File: config.mk
export PLATFORM = sky130hd
export DESIGN_NAME = btff_ctrl
export DESIGN_NICKNAME = d
export VERILOG_FILES = /design/src/hdl/btff_pkg.sv /design/src/hdl/btff_ctrl.sv
export SDC_FILE = /design/constraint.sdc
export NUM_CORES = 1
export LEC_CHECK = 0
export CAP_MARGIN = 0
export CORE_MARGIN = 2
export CORE_UTILIZATION = 24
export CTS_BUF_LIST = sky130_fd_sc_hd__clkbuf_16
export DETAILED_ROUTE_END_ITERATION = 10
export DONT_BUFFER_PORTS = 1
export SYNTH_ARGS = -nofsm -noshare
export SYNTH_HDL_FRONTEND = slang
export SYNTH_SLANG_ARGS = --single-unit
File: constraint.sdc
create_clock -name clk -period 8.01 [get_ports clk]
set_clock_uncertainty 0.2 [all_clocks]
set_input_delay 1.602 -clock clk [delete_from_list [all_inputs] [get_ports clk]]
set_output_delay 1.602 -clock clk [all_outputs]
set_load 0.02 [all_outputs]
File: src/hdl/btff_pkg.sv
// ----------------------------------------------------------------------------
// btff_pkg
// Types, codes and sizes shared by the boundary-tag first-fit allocator.
// ----------------------------------------------------------------------------
package btff_pkg;

  // heap geometry
  localparam int HEAP_WORDS = 2048;
  localparam int AW = $clog2(HEAP_WORDS);  // word address width
  localparam int TW = AW + 1;              // signed tag width
  localparam int CW = AW + 2;              // walk arithmetic width

  // command codes
  localparam logic [1:0] CMD_ALLOC  = 2'd0;
  localparam logic [1:0] CMD_FREE   = 2'd1;
  localparam logic [1:0] CMD_REINIT = 2'd2;

  // status codes
  localparam logic [1:0] ST_DONE    = 2'd0;
  localparam logic [1:0] ST_NOFIT   = 2'd1;
  localparam logic [1:0] ST_INVALID = 2'd2;

  typedef struct packed {
    logic [1:0]  command;
    logic [13:0] request_bytes;
    logic [10:0] release_word;
  } in_beat_t;

  typedef struct packed {
    logic [1:0]  status;
    logic [10:0] granted_word;
    logic [12:0] free_bytes;
    logic [12:0] used_bytes;
  } out_beat_t;

  // tag memory access, one write and one read port
  typedef struct packed {
    logic          we;
    logic [AW-1:0] waddr;
    logic [TW-1:0] wdata;
    logic          re;
    logic [AW-1:0] raddr;
  } ram_req_t;

endpackage

File: src/hdl/btff_ctrl.sv
// ----------------------------------------------------------------------------
// btff_ctrl
// Sequencer: walks block tags in the tag store, splits, merges and keeps
// running word counts; holds the result beat in an output register.
// ----------------------------------------------------------------------------
module btff_ctrl (
  input  logic                     clk,
  input  logic                     rst_n,
  input  logic                     in_valid,
  output logic                     in_ready,
  input  btff_pkg::in_beat_t       in_data,
  output logic                     out_valid,
  input  logic                     out_ready,
  output btff_pkg::out_beat_t      out_data,
  output btff_pkg::ram_req_t       ram_req,
  input  logic [btff_pkg::TW-1:0]  ram_rdata
);
  import btff_pkg::*;

  typedef enum logic [17:0] {
    S_INIT0 = 18'b000000000000000001,
    S_INIT1 = 18'b000000000000000010,
    S_IDLE  = 18'b000000000000000100,
    S_ARD   = 18'b000000000000001000,
    S_AEV   = 18'b000000000000010000,
    S_AW0   = 18'b000000000000100000,
    S_AW1   = 18'b000000000001000000,
    S_AW2   = 18'b000000000010000000,
    S_AW3   = 18'b000000000100000000,
    S_FRD   = 18'b000000001000000000,
    S_FEV   = 18'b000000010000000000,
    S_FPRD  = 18'b000000100000000000,
    S_FPEV  = 18'b000001000000000000,
    S_FNRD  = 18'b000010000000000000,
    S_FNEV  = 18'b000100000000000000,
    S_FW    = 18'b001000000000000000,
    S_FW1   = 18'b010000000000000000,
    S_RESP  = 18'b100000000000000000
  } state_t;

  localparam logic [CW-1:0] HEAP_C = CW'(HEAP_WORDS);
  localparam logic [CW-1:0] ONE_C  = CW'(1);
  localparam logic [CW-1:0] TWO_C  = CW'(2);

  state_t        state_r, state_nxt;
  logic [CW-1:0] i_r, i_nxt;
  logic [CW-1:0] s_r, s_nxt;
  logic [CW-1:0] need_r, need_nxt;
  logic [CW-1:0] size_r, size_nxt;
  logic [CW-1:0] start_r, start_nxt;
  logic [CW-1:0] spare_r, spare_nxt;
  logic          split_r, split_nxt;
  logic          reinit_r, reinit_nxt;
  logic [1:0]    res_status_r, res_status_nxt;
  logic [AW-1:0] res_grant_r, res_grant_nxt;
  logic [AW-1:0] fc_r, fc_nxt;
  logic [AW-1:0] uc_r, uc_nxt;
  logic          out_valid_r, out_valid_nxt;
  out_beat_t     out_data_r, out_data_nxt;

  // decoded tag and walk sums
  logic          tneg;
  logic [CW-1:0] tsx, tmag, iend, nb, wa;
  logic [CW-1:0] word_x, need_in;

  always_comb begin
    tneg    = ram_rdata[TW-1];
    tsx     = {{(CW-TW){ram_rdata[TW-1]}}, ram_rdata};
    tmag    = tneg ? (~tsx + ONE_C) : tsx;
    iend    = i_r + tmag + TWO_C;
    nb      = start_r + size_r + TWO_C;
    word_x  = CW'(in_data.release_word);
    need_in = CW'((15'(in_data.request_bytes) + 15'd3) >> 2);
  end

  // sequencer
  always_comb begin
    state_nxt      = state_r;
    i_nxt          = i_r;
    s_nxt          = s_r;
    need_nxt       = need_r;
    size_nxt       = size_r;
    start_nxt      = start_r;
    spare_nxt      = spare_r;
    split_nxt      = split_r;
    reinit_nxt     = reinit_r;
    res_status_nxt = res_status_r;
    res_grant_nxt  = res_grant_r;
    fc_nxt         = fc_r;
    uc_nxt         = uc_r;
    out_valid_nxt  = out_valid_r && !out_ready;
    out_data_nxt   = out_data_r;
    ram_req        = '0;
    wa             = '0;
    in_ready       = (state_r == S_IDLE);

    unique case (state_r)
      S_INIT0: begin
        ram_req.we    = 1'b1;
        ram_req.waddr = '0;
        ram_req.wdata = TW'(HEAP_WORDS - 2);
        state_nxt     = S_INIT1;
      end
      S_INIT1: begin
        ram_req.we    = 1'b1;
        ram_req.waddr = AW'(HEAP_WORDS - 1);
        ram_req.wdata = TW'(HEAP_WORDS - 2);
        state_nxt     = reinit_r ? S_RESP : S_IDLE;
      end
      S_IDLE: begin
        if (in_valid) begin
          res_status_nxt = ST_INVALID;
          res_grant_nxt  = '0;
          i_nxt          = '0;
          unique case (in_data.command)
            CMD_ALLOC: begin
              need_nxt  = need_in;
              state_nxt = (need_in == '0) ? S_RESP : S_ARD;
            end
            CMD_FREE: begin
              s_nxt     = word_x - ONE_C;
              state_nxt = (word_x == '0 || word_x >= HEAP_C) ? S_RESP : S_FRD;
            end
            CMD_REINIT: begin
              fc_nxt         = AW'(HEAP_WORDS - 2);
              uc_nxt         = '0;
              reinit_nxt     = 1'b1;
              res_status_nxt = ST_DONE;
              state_nxt      = S_INIT0;
            end
            default: state_nxt = S_RESP;
          endcase
        end
      end
      // allocate: walk blocks from word 0
      S_ARD: begin
        ram_req.re    = 1'b1;
        ram_req.raddr = i_r[AW-1:0];
        state_nxt     = S_AEV;
      end
      S_AEV: begin
        if (iend > HEAP_C) begin
          res_status_nxt = ST_NOFIT;
          state_nxt      = S_RESP;
        end else if (!tneg && tmag >= need_r) begin
          size_nxt       = tmag;
          spare_nxt      = tmag - need_r;
          split_nxt      = (tmag - need_r) >= TWO_C;
          res_status_nxt = ST_DONE;
          res_grant_nxt  = i_r[AW-1:0] + AW'(1);
          if ((tmag - need_r) >= TWO_C) begin
            fc_nxt = fc_r - need_r[AW-1:0] - AW'(2);
            uc_nxt = uc_r + need_r[AW-1:0];
          end else begin
            fc_nxt = fc_r - tmag[AW-1:0];
            uc_nxt = uc_r + tmag[AW-1:0];
          end
          state_nxt = S_AW0;
        end else begin
          i_nxt = iend;
          if (iend < HEAP_C) begin
            state_nxt = S_ARD;
          end else begin
            res_status_nxt = ST_NOFIT;
            state_nxt      = S_RESP;
          end
        end
      end
      // write the used block's tags, then the spare block's
      S_AW0: begin
        ram_req.we    = 1'b1;
        ram_req.waddr = i_r[AW-1:0];
        ram_req.wdata = split_r ? TW'(~need_r + ONE_C) : TW'(~size_r + ONE_C);
        state_nxt     = S_AW1;
      end
      S_AW1: begin
        wa            = i_r + (split_r ? need_r : size_r) + ONE_C;
        ram_req.we    = (wa < HEAP_C);
        ram_req.waddr = wa[AW-1:0];
        ram_req.wdata = split_r ? TW'(~need_r + ONE_C) : TW'(~size_r + ONE_C);
        state_nxt     = split_r ? S_AW2 : S_RESP;
      end
      S_AW2: begin
        wa            = i_r + need_r + TWO_C;
        ram_req.we    = (wa < HEAP_C);
        ram_req.waddr = wa[AW-1:0];
        ram_req.wdata = TW'(spare_r - TWO_C);
        state_nxt     = S_AW3;
      end
      S_AW3: begin
        wa            = i_r + size_r + ONE_C;
        ram_req.we    = (wa < HEAP_C);
        ram_req.waddr = wa[AW-1:0];
        ram_req.wdata = TW'(spare_r - TWO_C);
        state_nxt     = S_RESP;
      end
      // free: walk to the block start
      S_FRD: begin
        ram_req.re    = 1'b1;
        ram_req.raddr = i_r[AW-1:0];
        state_nxt     = S_FEV;
      end
      S_FEV: begin
        if (iend > HEAP_C) begin
          state_nxt = S_RESP;
        end else if (i_r == s_r) begin
          if (tneg) begin
            size_nxt       = tmag;
            start_nxt      = s_r;
            uc_nxt         = uc_r - tmag[AW-1:0];
            fc_nxt         = fc_r + tmag[AW-1:0];
            res_status_nxt = ST_DONE;
            state_nxt      = (s_r != '0) ? S_FPRD : S_FNRD;
          end else begin
            state_nxt = S_RESP;
          end
        end else begin
          i_nxt     = iend;
          state_nxt = (iend < HEAP_C && iend <= s_r) ? S_FRD : S_RESP;
        end
      end
      // merge with the free block below
      S_FPRD: begin
        ram_req.re    = 1'b1;
        wa            = s_r - ONE_C;
        ram_req.raddr = wa[AW-1:0];
        state_nxt     = S_FPEV;
      end
      S_FPEV: begin
        if (!tneg && (tmag + TWO_C) <= s_r) begin
          start_nxt = s_r - tmag - TWO_C;
          size_nxt  = size_r + tmag + TWO_C;
          fc_nxt    = fc_r + AW'(2);
        end
        state_nxt = S_FNRD;
      end
      // merge with the free block above
      S_FNRD: begin
        if (nb < HEAP_C) begin
          ram_req.re    = 1'b1;
          ram_req.raddr = nb[AW-1:0];
          state_nxt     = S_FNEV;
        end else begin
          state_nxt = S_FW;
        end
      end
      S_FNEV: begin
        if (!tneg && (nb + tmag + ONE_C) < HEAP_C) begin
          size_nxt = size_r + tmag + TWO_C;
          fc_nxt   = fc_r + AW'(2);
        end
        state_nxt = S_FW;
      end
      // write the merged free block's low tag, then its high tag
      S_FW: begin
        ram_req.we    = 1'b1;
        ram_req.waddr = start_r[AW-1:0];
        ram_req.wdata = size_r[TW-1:0];
        state_nxt     = S_FW1;
      end
      S_FW1: begin
        wa            = start_r + size_r + ONE_C;
        ram_req.we    = (wa < HEAP_C);
        ram_req.waddr = wa[AW-1:0];
        ram_req.wdata = size_r[TW-1:0];
        state_nxt     = S_RESP;
      end
      S_RESP: begin
        if (!out_valid_r || out_ready) begin
          out_valid_nxt             = 1'b1;
          out_data_nxt.status       = res_status_r;
          out_data_nxt.granted_word = res_grant_r;
          out_data_nxt.free_bytes   = {fc_r, 2'b00};
          out_data_nxt.used_bytes   = {uc_r, 2'b00};
          reinit_nxt                = 1'b0;
          state_nxt                 = S_IDLE;
        end
      end
      default: state_nxt = S_IDLE;
    endcase
  end

  // control state
  always_ff @(posedge clk) begin
    if (!rst_n) begin
      state_r     <= S_INIT0;
      reinit_r    <= 1'b0;
      fc_r        <= AW'(HEAP_WORDS - 2);
      uc_r        <= '0;
      out_valid_r <= 1'b0;
    end else begin
      state_r     <= state_nxt;
      reinit_r    <= reinit_nxt;
      fc_r        <= fc_nxt;
      uc_r        <= uc_nxt;
      out_valid_r <= out_valid_nxt;
    end
  end

  // walk and result payload
  always_ff @(posedge clk) begin
    i_r          <= i_nxt;
    s_r          <= s_nxt;
    need_r       <= need_nxt;
    size_r       <= size_nxt;
    start_r      <= start_nxt;
    spare_r      <= spare_nxt;
    split_r      <= split_nxt;
    res_status_r <= res_status_nxt;
    res_grant_r  <= res_grant_nxt;
    out_data_r   <= out_data_nxt;
  end

  assign out_valid = out_valid_r;
  assign out_data  = out_data_r;

endmodule

; After elaboration in Yosys (flattened, before gate mapping)
; Cells that the tools add are included.
[op_classes]
n_eq_ne = 34
n_bitwise = 4
n_mux = 81
addsub = 35
order_cmp = 13
n_reduce_logical = 35
[ops]
columns = operator, count
row1 = $pmux W18 S17, 1
row2 = $mux W13, 18
row3 = $mux W18, 13
row4 = $mux W11, 21
row5 = $pmux W24 S8, 1
row6 = $add A13 B13 Y13, 7
row7 = $lt A13 B12 Y1 const B, 7
row8 = $add A13 B1 Y13 const B, 5
row9 = $add A13 B2 Y13 const B, 5
row10 = $pmux W11 S5, 1
row11 = $pmux W18 S3, 1
row12 = $pmux W13 S4, 1
row13 = $pmux W13 S3, 1
row14 = $pmux W12 S3, 1
row15 = $add A11 B11 Y11, 3
row16 = $pmux W11 S3, 1
row17 = $sub A11 B11 Y11, 3
row18 = $le A13 B13 Y1, 2
row19 = $logic_not A13 Y1, 2
row20 = $pmux W13 S2, 1
row21 = $sub A13 B13 Y13, 2
row22 = $add A12 B1 Y12 const B, 2
row23 = $mux W12, 2
row24 = $not A12 Y12, 2
row25 = 62 further kinds, 99
[word_totals]
input_bits = 43
regBits = 167

; Longest topological paths before layout
; Gate-level depths: netlist (run 1).
[depth]
word_depth = 11
mapped_depth = 33
depth_no_buf = 31

; Least setup slack after synthesis (run 1)
; No wires, ideal clock.
[synth_timing]
path_kind = input port to flip-flop
from = in ram_rdata[0] in the netlist's numbering
to = reg uc_r[10]
cell_stages = 32
setup_slack_ps = -397
required_ps = 7676
t_arrival_ps = 8073
setup_time_ps = 134
cell_sequence = inv_1 ha_1 or3b_2 o31ai_1 xor2_1 inv_1 ha_1 nand4_1 a21oi_1 nor3_1 or3b_2 a2111oi_2 and3_1 inv_2 buf_6 clkbuf_1 a21oi_1 ha_1 nor2_1 a32oi_1 o21ai_0 ha_1 nor2b_1 o21ai_0 nand2b_1 a21o_1 a21o_1 a31oi_1 o21ai_0 and4b_1 nor3_1 o221ai_1
[synth_between]
elab_chain_cells = 9
elab_cells_between_ends = 23
classes_between = 6 x add/sub / 3 x order compare / 3 x eq/ne / 8 x mux / 1 x bitwise / 2 x reduce/logical
[synth_rtl]
columns = element, line_no
row1 = "start, declared", btff_ctrl.sv:16  ; input logic [btff_pkg::TW-1:0] ram_rdata
row2 = $not A13 Y13, btff_ctrl.sv:69  ; tmag = tneg ? (~tsx + ONE_C) : tsx;
row3 = $add A13 B1 Y13, btff_ctrl.sv:69
row4 = $mux W13 *, btff_ctrl.sv:69
row5 = branches (longest 6 deep; another with $add A13 B13 Y13), -
row6 = "end signal, assigned", btff_ctrl.sv:295  ; uc_r <= uc_nxt;
row7 = "end, declared", btff_ctrl.sv:57  ; logic [AW-1:0] uc_r, uc_nxt;
; Every way passes the cells marked *. The select of a mux whose other input is x is not followed.
; A chain may end at the register's enable or synchronous reset.

; Worst setup path after layout (run 1)
; Same ends and word-level chain as after synthesis.

==> impl_results.rst, run 1 <==
.. list-table::
   :header-rows: 1

   * - Metric
     - Value
   * - Count leader, synth
     - ha_1
   * - Global-route wire length before repair
     - 95.4 mm
   * - Number of buffers inserted by port buffering
     - 0
   * - I/O pin cnt
     - 120
   * - Required time reported for the critical path endpoint
     - 8.15 ns
   * - DRC marker count from the first detailed-route iteration
     - 1597
   * - Average detailed-routed wire length per instance
     - 21.5 um
   * - Die width
     - 277 um
   * - Synthesized area divided by synthesized cell count
     - 8.59 sq um
   * - Height of the chip
     - 277 um
   * - Standard-cell rows
     - 99
   * - WP data arrival
     - 7.65 ns
   * - Min-Delay Path Class
     - flop to flop
   * - Outcome
     - finished, final reports clean
   * - Clock period minus worst slack
     - 7.51 ns
   * - Top post-synthesis cells by area
     - edfxtp_1 (21%), ha_1 (17%), xnor2_1 (7.6%), dfxtp_1 (4.7%), inv_1 (3.5%)
   * - Final Max Slew Viols
     - 0
   * - Clock transition at the registers of the reported paths
     - 0.08 ns
   * - Total CTS buffers
     - 17
   * - Via count
     - 16000
   * - Flip-flop and latch count after synthesis
     - 167
   * - Residual antenna-violating net count after detailed routing
     - 0
   * - Maximum buffer depth of the clock tree
     - 2
   * - Final critical-path share of the clock period
     - 93.8%
   * - Setup TNS
     - 0 ns
   * - Maximum level of the CTS H-tree
     - 4
   * - Final layout net count
     - 2372
   * - Area grow syn2layout
     - 11.5%
   * - Unrepaired setup endpoints after global routing
     - false
   * - Crit-path max cell delay
     - 0.49 ns
   * - Total standard cell area after synthesis
     - 17800 sq um
   * - Final hold violation count
     - 0
   * - Buffers inserted during post-CTS setup optimization
     - 0
   * - Initial standard-cell utilization of the core
     - 24.3%
   * - Pin slew with the least headroom to its limit
     - 1.30 ns
   * - First-pass iteration count of the detailed router
     - 9
   * - Sequential cell area fraction in the yosys report
     - 25.7%
   * - Synth top area share
     - 21.0%
   * - CTS-repair resized insts
     - 0
   * - Largest net degree at the start of global routing
     - 36
   * - Dominant register cell in the synthesized netlist
     - edfxtp_1
   * - Cell count after synthesis
     - 2077
   * - DRC violations left
     - 0
   * - Most instantiated cells after synthesis
     - ha_1 (238), inv_1 (166), nor2_1 (166)
   * - Count of max-cap constraint violations
     - 0
   * - Antenna violations before repair
     - 0
   * - Post-synth EDFFs
     - 125
   * - Number of warning messages in the yosys log
     - 0
   * - Largest fanout on the critical path
     - 11
   * - Cell with the largest stage delay on the worst path
     - or3b_2
   * - Highest clock frequency the design can meet
     - 133 MHz
   * - Die Outline Area
     - 76600 sq um
   * - HPWL after detailed placement
     - 52.1 mm
   * - Floorplan core area
     - 73300 sq um
   * - Area leader, netlist
     - edfxtp_1
   * - Endpoint type of the worst setup path
     - flop
   * - Static leakage
     - 8.03 nW
   * - Power density over the cells
     - 132 nW/um^2
   * - Number of clock sinks
     - 167
   * - Final setup violation count
     - 0
   * - Headroom to the max-slew limit
     - 11.8%
   * - Power after layout
     - 2.63 mW
   * - Fraction of final layout cells sized beyond drive strength 1
     - 6.84%
   * - Clk_lat worst skew
     - 0.47 ns
   * - Overall global routing resource usage
     - 16.5%
   * - WL final
     - 65.5 mm
   * - Ratio of routed vias to standard cells
     - 5.23
   * - Kind of critical path
     - primary input to flop
   * - Via count of the first global-routing pass
     - 14600
   * - Library cells used by synthesis
     - 85
   * - Startpoint class of the critical path
     - primary input
   * - Clk root buf
     - clkbuf_16
   * - Ant. Diodes
     - 0
   * - Ys async rst share
     - 0%
   * - Overflow left after global routing
     - 0
   * - TritonCTS clock tree
     - yes
   * - Max rail drop VDD
     - 0.147 mV
   * - Hold buffer count at cts
     - 0
   * - Last weighted congestion value of the routability-driven placer
     - 0.955
## kinds of logic after synthesis
family / share of synthesized area [%]
AOI/OAI and AO/OA: 18.4
xor gates and xnor gates: 11.1
adders and majority gates: 18.0
buffers and inverters: 5.29
DFF: 25.7
muxes: 2.03
other: 0.0210
and+or+nand+nor: 19.4
## layout by cell type, fill, tap and decap left out, types with 10 or more instances in the layout
| cell type | netlist | layout |
|---|---|---|
| buf_4 | 4 | 48 |
| xnor2_1 | 154 | 152 |
| fa_1 | 12 | 12 |
| nor3_1 | 76 | 75 |
| o21ai_0 | 114 | 112 |
| a31oi_1 | 16 | 16 |
| a21o_1 | 37 | 37 |
| nand2_1 | 141 | 141 |
| o2111ai_1 | 14 | 14 |
| o21a_1 | 19 | 19 |
| xor2_1 | 70 | 68 |
| or4_1 | 10 | 10 |
| a221oi_1 | 16 | 16 |
| o41ai_1 | 12 | 12 |
| dfxtp_1 | 42 | 42 |
| nor4_1 | 23 | 22 |
| nand2b_1 | 21 | 21 |
| clkbuf_16 | 0 | 18 |
| nand3_1 | 62 | 62 |
| o221ai_1 | 10 | 10 |
| and3_1 | 18 | 17 |
| nor2_1 | 166 | 165 |
| a211oi_1 | 14 | 13 |
| a21oi_1 | 97 | 95 |
| inv_1 | 166 | 164 |
| a221o_1 | 22 | 22 |
| mux2i_1 | 26 | 26 |
| nand4_1 | 20 | 20 |
| edfxtp_1 | 125 | 125 |
| ha_1 | 238 | 236 |
| nor2b_1 | 29 | 29 |
| and2_1 | 22 | 22 |
| or3_1 | 30 | 30 |
## flip-flops by register name, summed over array words and instances (netlist names)
signal / count
spare_r: 12
state_r: 18
out_valid: 1
res_status_r: 2
size_r: 13
s_r: 12
fc_r: 11
i_r: 13
split_r: 1
reinit_r: 1
uc_r: 11
res_grant_r: 11
out_data: 35
start_r: 13
need_r: 13
## critical path: cells and delay by family
family	cells	cell delay (ns)
AOI/OAI and AO/OA	12	2.36
xor gates and xnor gates	1	0.19
adders and majority gates	4	1.06
buffers and inverters	3	0.18
and+or+nand+nor	10	2.23
## report_power, final
| part | switching [mW] | leakage, nW | internal [mW] |
|---|---|---|---|
| sequential | 0.0236 | 1.50 | 0.939 |
| clock | 0.429 | 0.308 | 0.467 |
| combinational | 0.472 | 6.22 | 0.296 |
## metrics by stage
| step | util [%] | setup WS, ns | hold WS (ns) | instances | area [sq um] |
|---|---|---|---|---|---|
| 2_1_floorplan | - | 0.0188 | 0.200 | 2082 | 17900 |
| 3_3_place_gp | 26.2 | 0.140 | 0.202 | 3019 | 19200 |
| 3_5_place_dp | 26.2 | -0.00323 | 0.205 | 3019 | 19200 |
| 4_1_cts | 27.1 | 0.491 | 0.220 | 3051 | 19900 |
| 5_1_grt | 27.1 | 0.0221 | 0.229 | 3051 | 19900 |
| 6_report | 27.1 | 0.498 | 0.219 | 3051 | 19900 |
## layer usage
layer	GRT usage, %	routed length, um
met4	7.01	2640
met5	0	0
met3	3.41	4750
met2	27.5	30500
met1	20.8	27600
## worst paths after layout
check / start / cells past startpoint / slack, ns / to
worst max-delay path: ram_rdata[0] / 30 / 0.50 / uc_r[10]
worst min-delay path: res_grant_r[7] / 0 / 0.22 / out_data[33]
worst max register to register: size_r[0] / 17 / 1.65 / fc_r[5]
worst min register to register: res_grant_r[7] / 0 / 0.22 / out_data[33]
## final cells by class
type	instances	area (sq um)
Clock buffer	18	450
Sequential cell	167	4590
Timing Repair Buffer	48	360
Tap cell	959	1200
Fill cell	7917	53400
Clock inverter	14	178
Multi-Input combinational cell	1674	12500
Inverter	171	642
No activity file was read; power rests on OpenSTA's default activity.
==> run 2, diff against run 1 <==
- REMOVE_ABC_BUFFERS: default -> 1
==> run 2 against run 1 <==
Count of clock-buffer cells in the layout unchanged. Via count decreased by 0.61%. Clock power increased by 2%. Global-route usage decreased by 0.16 points. Design area increased by 0.50%. Sequential power about the same. Cell count increased by 0.72%. First-iteration DRC count decreased by 14%. Combinational power decreased by 1%. Highest routed layer unchanged.
==> impl_results.rst, run 2 (synthesis gave the netlist of run 1 again) <==
.. list-table::
   :header-rows: 1

   * - Metric
     - Value
   * - Outcome
     - finished, final reports clean
   * - Static leakage
     - 8.12 nW (+1.2%)
   * - Required time reported for the critical path endpoint
     - 8.17 ns (+0.02 ns)
   * - Endpoint, Worst Hold
     - out_data[31]
   * - WP data arrival
     - 7.67 ns (+0.02 ns)
   * - Buffers plus inverters on the worst setup path
     - 3 (unchanged)
   * - Worst Hold Path Cells
     - 0 (unchanged)
   * - Ant. Diodes
     - 0 (unchanged)
   * - DRC violations left
     - 0 (unchanged)
   * - Leading cell types in the layout, fill and taps excluded
     - ha_1 (238), inv_1 (167), nor2_1 (165)
   * - Final hold violation count
     - 0 (unchanged)
   * - Startpoint of the lowest-slack hold path
     - res_grant_r[5]
   * - Unrepaired setup endpoints after global routing
     - false
   * - Fraction of final layout cells sized beyond drive strength 1
     - 7.14% (+0.31 points)
   * - Hold buffer count at cts
     - 0 (unchanged)
   * - Antenna violations before repair
     - 0 (unchanged)
   * - Overall global routing resource usage
     - 16.4% (-0.16 points)
   * - WL final
     - 63.8 mm (-2.7%)
   * - Area of the multi-input gates
     - 12400 sq um (-0.61%)
   * - Headroom to the max-slew limit
     - 20.4% (+8.5 points)
   * - DRC marker count from the first detailed-route iteration
     - 1380 (-14%)
   * - Via count
     - 15900 (-0.61%)
   * - Clock period minus worst slack
     - 7.51 ns (+0.000960 ns)
   * - Min-Delay Path Class
     - flop to flop
   * - Path depth of the worst reg2reg path
     - 25 (+8)
   * - Buffers inserted during post-CTS setup optimization
     - 0 (unchanged)
   * - Height of the chip
     - 277 um (unchanged)
   * - Maximum level of the CTS H-tree
     - 4 (unchanged)
   * - Cell area after placement
     - 19300 sq um (+0.55%)
   * - Largest fanout on the critical path
     - 11 (unchanged)
   * - Via count of the first global-routing pass
     - 14900 (+1.9%)
   * - Global-route wire length before repair
     - 94.1 mm (-1.4%)
   * - Kind of critical path
     - primary input to flop
   * - Initial standard-cell utilization of the core
     - 24.3% (unchanged)
   * - CTS-repair resized insts
     - 0 (unchanged)
   * - Cell with the largest stage delay on the worst path
     - or3b_2
   * - Final critical-path share of the clock period
     - 93.8% (about the same)
   * - Maximum buffer depth of the clock tree
     - 2 (unchanged)
   * - Floorplan core area
     - 73300 sq um (unchanged)
   * - Clock transition at the registers of the reported paths
     - 0.07 ns (about the same)
   * - Total CTS buffers
     - 17 (unchanged)
   * - Max reg flops
     - 35 (unchanged)
   * - Post-route design area
     - 20000 sq um (+0.50%)
   * - Ratio of routed vias to standard cells
     - 5.16 (-1.3%)
   * - Clk root buf
     - clkbuf_16
   * - Pin slew with the least headroom to its limit
     - 1.19 ns (-0.111 ns)
   * - Family with the most delay on the worst path
     - compound AO/OA/AOI/OAI gates
   * - Number of clock sinks
     - 167 (unchanged)
   * - Max rail drop VDD
     - 0.185 mV (+26%)
   * - Final-layout fill cell count
     - 7876 (-0.52%)
   * - Final Max Slew Viols
     - 0 (unchanged)
   * - Last weighted congestion value of the routability-driven placer
     - 0.960 (+0.51%)
   * - Setup slack of the worst register-to-register path
     - 1.77 ns (+0.12 ns)
   * - I/O pin cnt
     - 120 (unchanged)
   * - Startpoint class of the critical path
     - primary input
   * - Largest net degree at the start of global routing
     - 28 (-22%)
   * - Power density over the cells
     - 132 nW/um^2 (-0.23%)
   * - Crit-path max cell delay
     - 0.49 ns (about the same)
   * - Cell with the most instances on the worst path
     - ha_1
   * - Final setup violation count
     - 0 (unchanged)
   * - Count of max-cap constraint violations
     - 0 (unchanged)
   * - Endpoint type of the worst setup path
     - flop
   * - Sequential cell area
     - 4590 sq um (unchanged)
   * - Highest clock frequency the design can meet
     - 133 MHz (about the same)
   * - Utilization after layout
     - 27.3% (+0.14 points)
   * - Reg-to-Reg End
     - uc_r[10]
   * - Residual antenna-violating net count after detailed routing
     - 0 (unchanged)
   * - Die Outline Area
     - 76600 sq um (unchanged)
   * - HPWL after detailed placement
     - 51.2 mm (-1.8%)
   * - Number of buffers inserted by port buffering
     - 0 (unchanged)
   * - Overflow left after global routing
     - 0 (unchanged)
   * - Clk_lat worst skew
     - 0.49 ns (+0.02 ns)
   * - Area grow syn2layout
     - 12.0%
   * - Final layout net count
     - 2394 (+0.93%)
   * - Standard-cell rows
     - 99 (unchanged)
   * - Average detailed-routed wire length per instance
     - 20.7 um (-3.4%)
   * - TritonCTS clock tree
     - yes
   * - First-pass iteration count of the detailed router
     - 6 (-3)
   * - Most common cell after layout, fill and taps aside
     - ha_1
   * - Reg-to-Reg Start
     - need_r[6]
   * - Die width
     - 277 um (unchanged)
## run 2: worst register-to-register path: cells and delay by family, from the launching register on
kind                     cells  cell delay (ns)
adder cells (fa/ha/maj)      3             0.92
buffers and inverters        2             0.29
AO/OA/AOI/OAI               12             2.13
AND/OR/NAND/NOR              8             1.71
flip-flops                   1             0.87
## run 2: layout make-up
cell class	count	share of cell area, %
inverters	171	3.21
repair buffers	70	2.63
multi-input cells	1674	62.0
clock buffers	18	2.25
flip-flops and latches	167	23.0
well taps	959	6.00
clock inverters	14	0.945
## run 2: worst max-delay path by stage
| stage | from | endpoint | slack (ns) | cells past startpoint |
|---|---|---|---|---|
| global placement | ram_rdata[0] | uc_r[10] | 0.05 | 30 |
| global route | ram_rdata[0] | uc_r[10] | 0.01 | 30 |
| detailed placement | ram_rdata[0] | uc_r[10] | -0.08 | 30 |
| CTS | ram_rdata[0] | uc_r[10] | 0.44 | 30 |
| floorplan | ram_rdata[0] | uc_r[10] | -0.55 | 30 |
| finish | ram_rdata[0] | uc_r[10] | 0.50 | 30 |
## run 2: metrics by stage
stage          TNS [ns]  power, mW  setup WS, ns  hold slack [ns]  instances
6_report              0       2.63         0.498            0.224       3073
5_1_grt               0       2.77        0.0104            0.229       3073
4_1_cts               0       2.64         0.436            0.213       3073
3_5_place_dp    -0.0751       1.72       -0.0751            0.209       3041
3_3_place_gp          0       1.72        0.0527            0.201       3041
2_1_floorplan     -1.92       1.50        -0.548            0.200       2012
## run 2: where the power goes
group,internal [mW],switching [mW],total [mW]
Clock,0.516,0.398,0.914
Combinational,0.299,0.459,0.758
Sequential,0.939,0.0236,0.963
Total,1.75,0.880,2.63
## run 2: per-layer routing
metal	global-route usage (%)	vias up	wire [um]
met5	0	-	0
met4	7.76	0	2820
met3	4.79	122	5860
met2	24.9	637	27300
met1	21.2	7442	27800
li1	-	7664	-
